==> config.mk <==
export PLATFORM = sky130hd
export DESIGN_NAME = fitness_top_two_ranker
export DESIGN_NICKNAME = d
export VERILOG_FILES = /design/src/sv/ftr_pkg.sv /design/src/sv/ftr_rank_core.sv /design/src/sv/fitness_top_two_ranker.sv
export SDC_FILE = /design/constraint.sdc
export NUM_CORES = 1
export LEC_CHECK = 0
export BUFFER_PORTS_ARGS = -buffer_cell sky130_fd_sc_hd__clkbuf_2
export CAP_MARGIN = 20
export CORE_MARGIN = 8
export CORE_UTILIZATION = 55
export CTS_CLUSTER_DIAMETER = 50
export DETAILED_ROUTE_END_ITERATION = 7
export PLACE_DENSITY = 0.74
export SLEW_MARGIN = 20
export SYNTH_ARGS = -nofsm -noshare
export SYNTH_HDL_FRONTEND = slang
export SYNTH_SLANG_ARGS = --single-unit
==> constraint.sdc <==
create_clock -name clk -period 12.5 [get_ports clk]
set_input_delay 0.625 -clock clk [delete_from_list [all_inputs] [get_ports clk]]
set_output_delay 0.625 -clock clk [all_outputs]
set_load 0.01 [all_outputs]
==> src/sv/ftr_pkg.sv <==
`timescale 1ns / 1ps
// ----------------------------------------------------------------------------
// Fitness ranker package
// Shared widths, constants and the structs passed between the ranker modules.
// ----------------------------------------------------------------------------
package ftr_pkg;

  localparam int ScoreW   = 24;
  localparam int TimeW    = 16;
  localparam int IndexW   = 4;
  localparam int TotalW   = 28;
  localparam int HalvesW  = 8;

  // Generation size; the average is the total shifted by floor(log2) of it.
  localparam int Population = 16;
  localparam int AvgShift   = $clog2(Population + 1) - 1;

  // A new record needs the best score to move by at least 1.0 in Q16.8.
  localparam int RecordStep = 256;

  localparam logic [HalvesW-1:0] MaxHalvesReset = 8'd20;

  typedef logic signed [ScoreW-1:0] score_t;
  typedef logic [TimeW-1:0]         time_t;
  typedef logic [IndexW-1:0]        index_t;
  typedef logic signed [TotalW-1:0] total_t;
  typedef logic [HalvesW-1:0]       halves_t;

  typedef struct packed {
    score_t score;
    time_t  elapsed_time;
    logic   last;
  } item_t;

  typedef struct packed {
    index_t  best_index;
    index_t  second_index;
    score_t  best_score;
    score_t  average_score;
    logic    new_record;
    halves_t mutation_halves;
  } result_t;

endpackage

==> src/sv/ftr_rank_core.sv <==
`timescale 1ns / 1ps
// ----------------------------------------------------------------------------
// Fitness ranker core
// Holds the best and second-best individuals, the score total and the
// mutation rate, and forms the generation summary on the last item.
// ----------------------------------------------------------------------------
module ftr_rank_core (
  input  logic             clk,
  input  logic             rst_n,
  input  logic             step,
  input  ftr_pkg::item_t   item,
  input  ftr_pkg::halves_t max_halves,
  output ftr_pkg::result_t result
);
  import ftr_pkg::*;

  index_t  count_r,        count_nxt;
  index_t  top_index_r,    top_index_nxt;
  score_t  top_score_r,    top_score_nxt;
  time_t   top_time_r,     top_time_nxt;
  index_t  run_index_r,    run_index_nxt;
  score_t  run_score_r,    run_score_nxt;
  time_t   run_time_r,     run_time_nxt;
  total_t  total_r,        total_nxt;
  score_t  prev_best_r,    prev_best_nxt;
  halves_t rate_r,         rate_nxt;

  logic                      beats_top;
  logic                      beats_run;
  total_t                    avg_wide;
  logic signed [ScoreW:0]    diff;
  logic                      record;
  halves_t                   rate_new;
  score_t                    avg_sat;

  // Higher score wins; an equal score goes to the lower-or-equal time.
  assign beats_top = (item.score > top_score_r) ||
                     ((item.score == top_score_r) && (item.elapsed_time <= top_time_r));
  assign beats_run = (item.score > run_score_r) ||
                     ((item.score == run_score_r) && (item.elapsed_time <= run_time_r));

  always_comb begin
    top_index_nxt = top_index_r;
    top_score_nxt = top_score_r;
    top_time_nxt  = top_time_r;
    run_index_nxt = run_index_r;
    run_score_nxt = run_score_r;
    run_time_nxt  = run_time_r;
    if (count_r == '0) begin
      top_index_nxt = count_r;
      top_score_nxt = item.score;
      top_time_nxt  = item.elapsed_time;
      run_index_nxt = count_r;
      run_score_nxt = item.score;
      run_time_nxt  = item.elapsed_time;
      total_nxt     = TotalW'(item.score);
    end else begin
      total_nxt = total_r + TotalW'(item.score);
      if (beats_top) begin
        run_index_nxt = top_index_r;
        run_score_nxt = top_score_r;
        run_time_nxt  = top_time_r;
        top_index_nxt = count_r;
        top_score_nxt = item.score;
        top_time_nxt  = item.elapsed_time;
      end else if ((count_r == IndexW'(1)) || beats_run) begin
        run_index_nxt = count_r;
        run_score_nxt = item.score;
        run_time_nxt  = item.elapsed_time;
      end
    end
  end

  // Summary, valid when the current item is the last of its generation.
  always_comb begin
    avg_wide = total_nxt >>> AvgShift;
    if ((avg_wide[TotalW-1:ScoreW-1] == '0) || (avg_wide[TotalW-1:ScoreW-1] == '1)) begin
      avg_sat = avg_wide[ScoreW-1:0];
    end else if (avg_wide[TotalW-1]) begin
      avg_sat = {1'b1, {(ScoreW-1){1'b0}}};
    end else begin
      avg_sat = {1'b0, {(ScoreW-1){1'b1}}};
    end
    diff   = (ScoreW+1)'(top_score_nxt) - (ScoreW+1)'(prev_best_r);
    record = (diff >= (ScoreW+1)'(RecordStep)) || (diff <= -(ScoreW+1)'(RecordStep));
    if (record) begin
      rate_new = '0;
    end else if (rate_r < max_halves) begin
      rate_new = rate_r + 1'b1;
    end else begin
      rate_new = rate_r;
    end
  end

  always_comb begin
    count_nxt     = count_r;
    prev_best_nxt = prev_best_r;
    rate_nxt      = rate_r;
    if (step) begin
      if (item.last) begin
        count_nxt     = '0;
        prev_best_nxt = top_score_nxt;
        rate_nxt      = rate_new;
      end else begin
        count_nxt = count_r + 1'b1;
      end
    end
  end

  assign result.best_index      = top_index_nxt;
  assign result.second_index    = run_index_nxt;
  assign result.best_score      = top_score_nxt;
  assign result.average_score   = avg_sat;
  assign result.new_record      = record;
  assign result.mutation_halves = rate_new;

  always_ff @(posedge clk) begin
    if (!rst_n) begin
      count_r     <= '0;
      top_index_r <= '0;
      top_score_r <= '0;
      top_time_r  <= '0;
      run_index_r <= '0;
      run_score_r <= '0;
      run_time_r  <= '0;
      total_r     <= '0;
      prev_best_r <= '0;
      rate_r      <= '0;
    end else begin
      count_r     <= count_nxt;
      prev_best_r <= prev_best_nxt;
      rate_r      <= rate_nxt;
      if (step) begin
        top_index_r <= top_index_nxt;
        top_score_r <= top_score_nxt;
        top_time_r  <= top_time_nxt;
        run_index_r <= run_index_nxt;
        run_score_r <= run_score_nxt;
        run_time_r  <= run_time_nxt;
        total_r     <= total_nxt;
      end
    end
  end

endmodule

==> src/sv/fitness_top_two_ranker.sv <==
`timescale 1ns / 1ps
// ----------------------------------------------------------------------------
// Top-two fitness ranker
// Ranks a generation's individuals and reports the best two, the average
// score, a new-record flag and an adaptive mutation rate.
// ----------------------------------------------------------------------------
// Individuals enter on the in_ channel, one transfer each, in population
// order; in_last marks the final individual of a generation. Each transfer is
// first captured in an input register. When it moves on, the core compares it
// with the stored best and second best, adds it to the running total and, on
// a last item, loads the generation summary into the output register. A
// summary is therefore offered on out_valid once the last item has left the
// input register and its summary is loaded into the free output register.
// Ranking and accumulation are a single compare-and-add step, so one item is
// taken per cycle while in_ready is high, which it is unless a last item waits.
// Items that are not last never wait on the result channel. When the receiver
// stalls with a summary pending, a further last item waits in the input
// register and in_ready falls until out_ready frees the output register.
// The cfg_ channel writes the mutation-rate limit in units of 0.5; it is
// always ready and takes effect for the next summary. Reset clears the
// ranking state, the mutation rate and the previous best, empties both
// registers and sets the limit to 20.
// ----------------------------------------------------------------------------
module fitness_top_two_ranker (
  input  logic                    clk,
  input  logic                    rst_n,
  input  logic                    in_valid,
  output logic                    in_ready,
  input  ftr_pkg::score_t         in_score,
  input  ftr_pkg::time_t          in_elapsed_time,
  input  logic                    in_last,
  output logic                    out_valid,
  input  logic                    out_ready,
  output ftr_pkg::index_t         out_best_index,
  output ftr_pkg::index_t         out_second_index,
  output ftr_pkg::score_t         out_best_score,
  output ftr_pkg::score_t         out_average_score,
  output logic                    out_new_record,
  output ftr_pkg::halves_t        out_mutation_halves,
  input  logic                    cfg_valid,
  output logic                    cfg_ready,
  input  ftr_pkg::halves_t        cfg_max_mutation_halves
);
  import ftr_pkg::*;

  halves_t max_halves_r, max_halves_nxt;
  logic    s_valid_r,    s_valid_nxt;
  item_t   s_item_r;
  logic    out_valid_r,  out_valid_nxt;
  result_t out_r;
  result_t core_result;
  logic    s_advance;
  logic    in_take;

  // The configuration register is a plain write target.
  assign cfg_ready = 1'b1;

  always_comb begin
    max_halves_nxt = max_halves_r;
    if (cfg_valid) begin
      max_halves_nxt = cfg_max_mutation_halves;
    end
  end

  // The held item moves on unless it carries a summary and the output
  // register is still occupied by one the receiver has not taken.
  assign s_advance = s_valid_r && (!s_item_r.last || !out_valid_r || out_ready);
  assign in_ready  = !s_valid_r || s_advance;
  assign in_take   = in_valid && in_ready;

  always_comb begin
    s_valid_nxt = s_valid_r;
    if (in_take) begin
      s_valid_nxt = 1'b1;
    end else if (s_advance) begin
      s_valid_nxt = 1'b0;
    end
  end

  always_comb begin
    out_valid_nxt = out_valid_r;
    if (s_advance && s_item_r.last) begin
      out_valid_nxt = 1'b1;
    end else if (out_ready) begin
      out_valid_nxt = 1'b0;
    end
  end

  ftr_rank_core u_core (
    .clk        (clk),
    .rst_n      (rst_n),
    .step       (s_advance),
    .item       (s_item_r),
    .max_halves (max_halves_r),
    .result     (core_result)
  );

  always_ff @(posedge clk) begin
    if (!rst_n) begin
      max_halves_r <= MaxHalvesReset;
      s_valid_r    <= 1'b0;
      out_valid_r  <= 1'b0;
    end else begin
      max_halves_r <= max_halves_nxt;
      s_valid_r    <= s_valid_nxt;
      out_valid_r  <= out_valid_nxt;
    end
  end

  always_ff @(posedge clk) begin
    if (in_take) begin
      s_item_r.score        <= in_score;
      s_item_r.elapsed_time <= in_elapsed_time;
      s_item_r.last         <= in_last;
    end
    if (s_advance && s_item_r.last) begin
      out_r <= core_result;
    end
  end

  assign out_valid           = out_valid_r;
  assign out_best_index      = out_r.best_index;
  assign out_second_index    = out_r.second_index;
  assign out_best_score      = out_r.best_score;
  assign out_average_score   = out_r.average_score;
  assign out_new_record      = out_r.new_record;
  assign out_mutation_halves = out_r.mutation_halves;

endmodule
---- Word-level counts from Yosys, hierarchy flattened ----
Cells that the tools add are included.
storage, ports and cells
  bits in latches ......................... 0
  register bits after elaboration ......... 268
  memories kept ........................... 0
  output and inout port bits .............. 68
  word-level logic and storage cells ...... 87
  input bits .............................. 54
  bits in read-only memories .............. 0
  RAM bits ................................ 0
cells by class
  shift-type cells ........................ 0
  $mul .................................... 0
  $add $sub $neg .......................... 4
  eq/ne operators ......................... 4
  divide/modulo/power cells ............... 0
  muxes and demuxes ....................... 25
  reduce and logical (&&, ||, !) cells .... 25
  bitwise logic cells ..................... 0
  order comparisons ....................... 7
operators with widths
  cell                                                                                number
  24-bit 2-to-1 mux                                                                   7
  16-bit 2-to-1 mux                                                                   5
  24-bit equality test                                                                2
  24-bit > comparator                                                                 2
  16-bit less-or-equal comparator                                                     2
  28-bit by 24-bit adder with 28-bit output                                           1
  28-bit 2-to-1 mux                                                                   1
  25-bit by 10-bit >= comparator with 1-bit output (second input constant)            1
  25-bit by 9-bit less-or-equal comparator with 1-bit output (second input constant)  1
  24-bit by 24-bit subtractor with 25-bit output                                      1
  4-bit 2-to-1 mux                                                                    6
  8-bit 2-to-1 mux                                                                    2
  8-bit by 1-bit adder with 8-bit output (second input constant)                      1
  1-bit logical OR                                                                    8
  8-bit < comparator                                                                  1
  2-bit AND reduction                                                                 3
  2-bit nonzero test                                                                  3
  5-bit equality test (second input constant)                                         1
  1-bit logical AND                                                                   5
  5-bit logical NOT                                                                   1
  4-bit by 1-bit adder with 4-bit output (second input constant)                      1
  4-bit by 1-bit equality test with 1-bit output (second input constant)              1
  4-bit logical NOT                                                                   1
  1-bit 2-to-1 mux                                                                    4
  other kinds (2)                                                                     4

---- Depth between registers and ports, before layout ----
Gate-level depths: netlist (run 1).
  word-level depth ........................ 9
  mapped depth ............................ 27
  depth with buffers taken out ............ 24

---- Modules after synthesis ----
Synthesis (run 1) repeated with hierarchy kept, for this count alone.
second synthesis, totals
  cells, all modules ...................... 1720
  area total of the unflattened synthesis .. 16002.8 µm²
modules (own cells, without submodules)
  module                  seq. area each (µm²)  area each (µm²)  cells an instance  instances
  ftr_rank_core           3042.9                12404.4          1575               1
  fitness_top_two_ranker  3383.2                3598.5           145                1

---- Least setup slack after synthesis (run 1) ----
No wires, ideal clock.
  path type ............................... flip-flop to flip-flop
  start point ............................. reg s_item_r[10] (netlist name)
  end point ............................... reg u_core.rate_r[2]
  clock period less this slack ............ 5.646 ns
  required time ........................... 12.399 ns
  slack ................................... 6.854 ns
  data arrival time ....................... 5.545 ns
  cell stages (with the launch flop) ...... 26
  path buffers ............................ 2
  setup time .............................. 0.101 ns
  cell sequence ........................... edfxtp_1 ha_1 a21o_1 a21o_1 a21o_1 a21o_1 a221o_1 a31oi_1 a211oi_1 o21ai_1 buf_2 mux2i_1 ha_1 inv_1 fa_1 a211oi_2 o21ai_1 a21o_1 o21a_1 a41o_1 nor4_1 nand4_1 nor4_4 nor2_4 buf_8 a211oi_2
RTL lines
  item                    line                          RTL
  start: declaration      fitness_top_two_ranker.sv:48  item_t s_item_r;
  end signal: assignment  ftr_rank_core.sv:132          rate_r <= rate_nxt;
  end: declaration        ftr_rank_core.sv:26           halves_t rate_r, rate_nxt;

---- Worst setup path in the final report (run 1) ----
  start point ............................. reg s_item_r[30] (netlist name)
  end point ............................... reg u_core.rate_r[1]
on the way
  cells in the longest elaborated chain, start to end .. 9
  elaborated cells between the ends (all ways) .. 11
  classes of those cells .................. add/sub: 1; order compare: 3; eq/ne: 1; mux: 3; reduce/logical: 3
RTL lines
  item                                                                                                                            line                 RTL
  branches (longest 4 deep; another with 24-bit > comparator)                                                                     --
  24-bit 2-to-1 mux (*)                                                                                                           ftr_rank_core.sv:49  if (count_r == '0) begin
  24-bit by 24-bit subtractor with 25-bit output (*)                                                                              ftr_rank_core.sv:84  diff = (ScoreW+1)'(top_score_nxt) - (ScoreW+1)'(prev_best_r);
  25-bit by 10-bit >= comparator with 1-bit output or 25-bit by 9-bit less-or-equal comparator with 1-bit output (tied branches)  ftr_rank_core.sv:85  record = (diff >= (ScoreW+1)'(RecordStep)) || (diff <= -(ScoreW+1)'(RecordStep));
  1-bit logical OR (*)                                                                                                            ftr_rank_core.sv:85
  8-bit 2-to-1 mux (*)                                                                                                            ftr_rank_core.sv:86  if (record) begin
Every way passes the cells marked *.
A chain may end at the register's enable or synchronous reset.

==> impl_metrics.yaml, run 1 <==
sta:
  period_share_pct: 58.7
  finalSetupViolations: 0
  maxSlewViolCount: 0
  min_period_ns: 7.34
  rsz0062_at_grt: "false"
  worstMarginPinSlew_ns: 0.988
  hold_slack_ns: 0.231
  finalClockSkew_ns: 0.0178
  max_freq_ghz: 0.136
  tns_ns: 0
  finalHoldViolCount: 0
  maxSlewHeadroom_pct: 34.1
setup_path:
  critPathRequiredTime_ns: 12.97
  end_kind: "flip-flop"
  cp-start-kind: "flip-flop"
  cp_max_fo: 46
  critPathArrivalTime_ns: 7.81
  critPathKind: "reg -> reg"
  reg2reg_depth: 24
drt:
  met1_length_um: 20100
  drt_first_iter_violations: 1272
  dr_wl_met3_um: 3530
  wl_um: 43900
  post-route-drc-count: 0
  drt-pass1-iter-count: 6
  wl_met2_um: 19200
  vias: 13800
  top_layer: "met4"
  ant_nets: 0
  drt-wirelength-per-cell_um: 19.6
  viasPerCell: 6.16
global_routing:
  grt_pass1_vias: 13300
  grt_usage_pct: 24.1
  overflow: 0
  grt_max_degree: 74
  antenna_found_initial: 0
  grt_pass1_wl_um: 70500
logic_synthesis:
  yosys_warnings: 0
  synth-edff-count: 106
  ys_types: 84
  synth_fp_nets: 1962
  synth-seq-cells: 268
  synthCells: 1764
  synth_area_um2: 16200
  async_flop_share_pct: 0
  synth_ff_type: "dfxtp_1"
  syn_avg_cell_area_um2: 9.16
  synth-seq-area-share_pct: 39.8
power_and_ir_drop:
  p_leak_uw: 0.00748
  pwr_density_cell_nw_per_um2: 128
  ir_drop_uv: 118
layout:
  syn_to_final_growth_pct: 11.6
  layout_common_cells: "dfxtp_1, a21oi_1, ha_1"
  layout_commonest_cell: "dfxtp_1"
  diodes: 0
  final_nets: 2035
  layout-drive-gt1-share_pct: 12.6
min_path:
  hp-class: "in -> reg"
  whs_path_depth: 1
clocking:
  clock-sinks: 268
  clock_latency_ns: 0.57
  cts-root-buf: "clkbuf_16"
  postCtsHoldBufs: 0
  ctsResizeCount: 0
  clockBufferDepth: 3
  cts_setup_buffers: 0
  cts_tree: "built"
  htreeDepth: 1
  clk_pin_slew_ns: 0.07
  numCtsBuffers: 30
die:
  num_io_pins: 122
  die-area_um2: 35100
  row_count: 62
  initial_core_util_pct: 56.0
  die-height_um: 187
  core_um2: 28900
  die_x_um: 187
flow_run:
  cap_violations: 0
placed_design:
  port-buffer-count: 120
  gp_congestion: 0.935
  dp_hpwl_um: 30000
status:
  status: "finished clean"
## final cells by class
class / count / area [um^2]
fill: 2454 / 10800
tap: 384 / 480
sequential: 268 / 6430
clock inverter: 15 / 174
clock buffer: 40 / 818
timing repair buffer: 136 / 741
multi-input combinational: 1265 / 8890
inverter: 136 / 512
## power by group
| group | internal [uW] | switching [uW] | total [uW] |
|---|---|---|---|
| Combinational | 169 | 263 | 431 |
| Sequential | 955 | 35.1 | 990 |
| Clock | 523 | 363 | 886 |
| Total | 1650 | 661 | 2310 |
## sequential cells by signal (all words and copies together) (netlist names), 8 cells and up
| register | cells |
|---|---|
| max_halves_r | 8 |
| out_best_score | 24 |
| u_core.top_score_r | 24 |
| u_core.top_time_r | 16 |
| u_core.run_time_r | 16 |
| u_core.run_score_r | 24 |
| u_core.rate_r | 8 |
| u_core.prev_best_r | 24 |
| out_mutation_halves | 8 |
| u_core.total_r | 28 |
| s_item_r | 41 |
| out_average_score | 24 |
## worst paths after layout
kind                     startpoint                end  slack (ns)
hold reg to reg   u_core.total_r[8]  u_core.total_r[8]        0.46
setup reg to reg       s_item_r[30]   u_core.rate_r[1]        5.16
hold / removal         in_score[11]       s_item_r[28]        0.23
setup / recovery       s_item_r[30]   u_core.rate_r[1]        5.16
## worst max-delay path: stages (launching register included)
cell and delay (ns):
edfxtp_1 0.50, ha_1 0.36, a21o_1 0.18, a21o_1 0.17, a21oi_1 0.14, o21ai_0 0.10, and2_1 0.16, a311o_1 0.35
mux2i_1 0.19, o21ai_4 0.59, buf_4 0.61, mux2i_1 0.35, ha_1 0.21, inv_1 0.06, fa_1 0.43, a211oi_2 0.30
o21ai_1 0.21, a21o_1 0.26, o21a_1 0.25, a41o_1 0.25, nor4_1 0.30, nand4_1 0.20, nor4_4 0.52, nor2_4 0.18
o311ai_1 0.32
## through the flow
step | total power, uW | utilization, % | instance area (um^2) | worst slack [ns] | cells
2_1_floorplan | 1310 | - | 16200 | 6.85 | 1764
3_3_place_gp | 1420 | 59.0 | 17000 | 5.50 | 2188
3_5_place_dp | 1430 | 59.0 | 17000 | 5.31 | 2188
4_1_cts | 2310 | 62.4 | 18000 | 5.30 | 2243
5_1_grt | 2400 | 62.5 | 18000 | 4.61 | 2244
6_report | 2310 | 62.5 | 18000 | 5.16 | 2244
## cells in the mapped netlist, types with 5 or more instances
cell	n	area (um^2)
mux2_2	24	270
a31oi_1	51	319
dfxtp_1	162	3240
nand2b_1	10	62.6
ha_1	142	1780
o211ai_1	14	105
inv_1	135	507
mux2i_1	58	581
a21boi_0	39	293
a211oi_1	18	135
and3_1	19	119
a211o_1	9	78.8
o31ai_1	8	60.1
nand3_1	70	350
nand2_1	101	379
or3_1	8	50.1
xnor2_1	30	263
nor3_1	20	100
buf_1	11	41.3
nor4_1	7	43.8
edfxtp_1	106	3180
and2_1	10	62.6
o21bai_1	7	52.6
a21o_1	61	458
o311ai_1	5	43.8
nand4_1	24	150
nor2_1	95	357
buf_2	11	55.1
nor3b_1	5	37.5
a21oi_1	155	776
clkbuf_1	70	263
nor2b_1	12	75.1
a2111oi_0	5	43.8
o21ai_0	123	616
a311oi_1	8	70.1
o21a_1	36	270
xor2_1	10	87.6
## routing by layer
metal | global-route usage, % | vias to the layer above
li1 | - | 6632
met1 | 33.8 | 6606
met2 | 37.3 | 529
met3 | 4.19 | 54
met4 | 7.24 | 0
met5 | 0 | -
## cell families (layout without fill, tap and decap cells)
family	count (synthesis)	in the layout	share of synthesized area, %
simple gates	402	402	12.2
mux	84	84	5.40
flops	268	268	39.8
fa+ha+maj	144	144	11.2
buf+inv	231	327	5.59
xor+xnor	40	40	2.17
other cells	1	1	0.0232
compound gates	594	594	23.6
Note: power is estimated with default switching activity, not from simulation.
==> run 2: changes to the inputs <==
- PLACE_DENSITY: 0.74 -> 0.77
- clock period: 12.5 -> 6.4 ns (I/O delays scaled with it)
==> impl_metrics.yaml, run 2 (same netlist as run 1, synthesis figures left out) <==
placed_design:
  dpl_cell_area_um2: 17300
  dp_hpwl_um: 30500
  port-buffer-count: 120
  gp_congestion: 0.882
  place_ws_ns: 0.346
power_and_ir_drop:
  p_leak_uw: 0.00785
  pwr_density_cell_nw_per_um2: 246
  ir_drop_uv: 156
sta:
  finalHoldViolCount: 0
  maxSlewHeadroom_pct: 23.7
  tns_ns: 0
  hold_slack_ns: 0.0358
  period_share_pct: 95.5
  maxSlewViolCount: 0
  max_freq_ghz: 0.164
  post-route-worst-setup-slack_ns: 0.289
  min_period_ns: 6.11
  rsz0062_at_grt: "false"
  worstMarginPinSlew_ns: 1.14
  finalSetupViolations: 0
  finalClockSkew_ns: 0.0176
global_routing:
  grt_pass1_vias: 13800
  overflow: 0
  antenna_found_initial: 0
  grt_usage_pct: 24.6
  grt_max_degree: 102
  grt_pass1_wl_um: 72000
setup_path:
  path_cells: "ha_1 > a21o_1 > a21oi_1 > a21oi_1 > a211o_1 > a221o_1 > a31oi_1 > a211oi_1 > o21ai_4 > buf_12 > mux2_2 > ha_1 > a21o_1 > a21oi_1 > nor2b_1 > a211o_1 > xnor2_1 > a2111oi_0 > nand4_1 > nor4_4 > buf_4 > nor2_4 > o311ai_1"
  crit_family: "compound AO/OA/AOI/OAI gates"
  cp-start-kind: "flip-flop"
  end_kind: "flip-flop"
  slowest_delay_ns: 0.44
  critPathSlowestCell: "a2111oi_0"
  path_buf_inv: 2
  cp_max_fo: 23
  critPathKind: "reg -> reg"
  critPathArrivalTime_ns: 6.53
  critPathRequiredTime_ns: 6.82
  critPathMostFrequentCell: "a21oi_1"
drt:
  post-route-drc-count: 0
  viasPerCell: 6.15
  drt_first_iter_violations: 1327
  wl_um: 45000
  ant_nets: 0
  drt-wirelength-per-cell_um: 19.4
  vias: 14300
  drt-pass1-iter-count: 7
clocking:
  clock_latency_ns: 0.52
  cts-root-buf: "clkbuf_16"
  clk_pin_slew_ns: 0.06
  htreeDepth: 2
  clock-sinks: 268
  clockBufferDepth: 3
  cts_setup_buffers: 0
  cts_tree: "built"
  numCtsBuffers: 34
status:
  status: "finished clean"
layout:
  layout_common_cells: "dfxtp_1, a21oi_1, ha_1"
  layout_commonest_cell: "dfxtp_1"
  layout-drive-gt1-share_pct: 14.5
  final_util_pct: 65.0
  largest_reg_flops: 41
  syn_to_final_growth_pct: 16.1
  diodes: 0
  final_nets: 2112
  fill_cells: 2348
  largest_register: "s_item_r"
  reg_top3: "s_item_r x41, u_core.total_r x28"
  design_area_um2: 18800
die:
  core_um2: 28900
  row_count: 62
  die_x_um: 187
  die-height_um: 187
  die-area_um2: 35100
  initial_core_util_pct: 56.0
  num_io_pins: 122
flow_run:
  cap_violations: 0
min_path:
  hp-class: "in -> reg"
[run 2: layout make-up]
cell class                 instances  area, um^2  area share, %
tap                              384         480           2.56
inverter                         136         513           2.73
multi-input combinational       1265        8900           47.5
timing repair buffer             209        1380           7.36
clock buffer                      41         908           4.84
clock inverter                    19         143          0.760
sequential                       268        6430           34.3
[run 2: final timing paths]
| check | start | to | slack [ns] | depth (start not counted) |
|---|---|---|---|---|
| setup reg to reg | s_item_r[4] | u_core.rate_r[1] | 0.29 | 23 |
| hold / removal | in_score[1] | s_item_r[18] | 0.04 | 1 |
| hold reg to reg | u_core.total_r[4] | u_core.total_r[4] | 0.47 | 2 |
| setup / recovery | s_item_r[4] | u_core.rate_r[1] | 0.29 | 23 |
[run 2: timing repair]
action,4_1_cts,5_1_grt
endpoints found under the hold margin,39,1
setup endpoints to repair,0,5
hold buffers,39,1
gates resized for setup,0,3
[run 2: stage by stage]
| step | power [uW] | instances |
|---|---|---|
| floorplan | 2560 | 1764 |
| global placement | 2780 | 2222 |
| detailed placement | 2800 | 2222 |
| CTS | 4620 | 2321 |
| global route | 4810 | 2322 |
| finish | 4620 | 2322 |
[run 2: where the power goes]
part / internal (uW) / total [uW] / switching, uW
logic: 360 / 893 / 533
clock network: 1060 / 1810 / 746
registers: 1870 / 1920 / 56.8
[run 2: per-layer routing]
metal	up-vias	wire length (um)	share of wire [%]	GRT usage, %
li1	6790	-	-	-
met1	6864	20300	45	32.9
met2	543	20500	45	39.8
met3	91	3040	6.7	4.16
met4	0	1190	2.6	8.18
met5	-	0	0	0
==> run 3: changes to the inputs <==
- CORE_ASPECT_RATIO: default -> 0.8
- CORE_UTILIZATION: 55 -> 41
- PLACE_DENSITY: 0.77 -> default
==> impl_metrics.yaml, run 3 (same netlist as run 1, synthesis figures left out) <==
drt:
  vias: 14100
  ant_nets: 0
  drt-pass1-iter-count: 5
  drt_first_iter_violations: 1069
  drt-wirelength-per-cell_um: 18.6
  post-route-drc-count: 0
  wl_um: 46800
  viasPerCell: 5.58
layout:
  syn_to_final_growth_pct: 20.3
  fill_cells: 3630
  final_nets: 2155
  layout_commonest_cell: "dfxtp_1"
  layout_common_cells: "dfxtp_1, a21oi_1, ha_1"
  layout-drive-gt1-share_pct: 16.6
  largest_reg_flops: 41
  diodes: 0
  reg_top3: "s_item_r x41, u_core.total_r x28"
  largest_register: "s_item_r"
sta:
  period_share_pct: 94.8
  maxSlewViolCount: 0
  tns_ns: 0
  finalSetupViolations: 0
  finalHoldViolCount: 0
  worstMarginPinSlew_ns: 1.13
  finalClockSkew_ns: 0.0242
  rsz0062_at_grt: "false"
  min_period_ns: 6.07
  maxSlewHeadroom_pct: 24.6
  max_freq_ghz: 0.165
power_and_ir_drop:
  finalPower_uw: 4890
  p_leak_uw: 0.00811
  ir_drop_uv: 148
  pwr_density_cell_nw_per_um2: 252
clocking:
  htreeDepth: 2
  clk_pin_slew_ns: 0.06
  numCtsBuffers: 34
  clock-sinks: 268
  cts-root-buf: "clkbuf_16"
  cts_tree: "built"
  clock_latency_ns: 0.53
  clockBufferDepth: 3
placed_design:
  port-buffer-count: 120
  dp_hpwl_um: 32600
  gp_congestion: 0.865
global_routing:
  grt_usage_pct: 19.7
  grt_max_degree: 102
  overflow: 0
  antenna_found_initial: 1
  grt_pass1_vias: 13500
  grt_pass1_wl_um: 74800
setup_path:
  crit_family: "compound AO/OA/AOI/OAI gates"
  end_kind: "flip-flop"
  critPathArrivalTime_ns: 6.32
  path_buf_inv: 4
  critPathRequiredTime_ns: 6.66
  reg2reg_depth: 26
  critPathSlowestCell: "edfxtp_1"
  cp.depth: 26
  critPathKind: "reg -> reg"
  slowest_delay_ns: 0.41
  cp_max_fo: 15
  cp-start-kind: "flip-flop"
status:
  status: "finished clean"
die:
  row_count: 65
  num_io_pins: 122
  die-height_um: 194
  core_um2: 39100
  die_x_um: 238
  initial_core_util_pct: 41.3
  die-area_um2: 46100
min_path:
  hp-class: "in -> reg"
  whs_path_depth: 1
flow_run:
  cap_violations: 0
run 3: changes by cell type in the layout (fill, tap and decap cells not counted), moves of 2 or more:
cell,change
buf_4,+43
bufinv_16,+5
a21oi_2,+4
clkinv_2,-4
a21oi_1,-3
a31oi_1,-2
a31oi_2,+2
clkinv_1,+2
run 3: cell type report:
type,count,area [um^2],area share (%)
Clock buffer,40,905,4.65
Multi-Input combinational cell,1265,8930,46.0
Tap cell,536,671,3.45
Timing Repair Buffer,252,1710,8.82
Sequential cell,268,6430,33.1
Inverter,136,513,2.64
Clock inverter,21,275,1.42
run 3: timing repair:
| item | in CTS | in global routing |
|---|---|---|
| hold endpoints to repair | 39 | 0 |
| resized for setup | 0 | 10 |
| endpoints found under the setup margin | 0 | 17 |
| hold buffers | 39 | 0 |
| setup buffers | 0 | 3 |
run 3: worst paths after layout:
check	startpoint	to	slack [ns]
setup / recovery	s_item_r[4]	out_mutation_halves[4]	0.33
hold / removal	in_score[9]	s_item_r[26]	0.03
setup reg to reg	s_item_r[4]	out_mutation_halves[4]	0.33
hold reg to reg	u_core.total_r[5]	u_core.total_r[5]	0.46
run 3: power by group:
part	internal (uW)	switching [uW]	total, uW
logic	388	545	934
registers	1860	51.8	1920
clock network	1260	782	2040
run 3: metrics by stage:
step                cells  setup slack (ns)  util [%]  instance area [um^2]  hold WS [ns]
CTS                  2515             0.149      49.5                 19400       0.00717
global placement     2415             0.375      45.5                 17800         0.450
detailed placement   2415             0.190      45.5                 17800         0.453
finish               2518             0.333      49.7                 19400        0.0309
global route         2518            0.0197      49.7                 19400        0.0147
floorplan            1764             0.754         -                 16200         0.419
run 3: layer usage:
layer | share of wire (%) | GRT usage [%]
met5 | 0.043 | 0
met4 | 2.0 | 4.78
met3 | 5.9 | 3.32
met2 | 43 | 30.0
met1 | 49 | 28.8
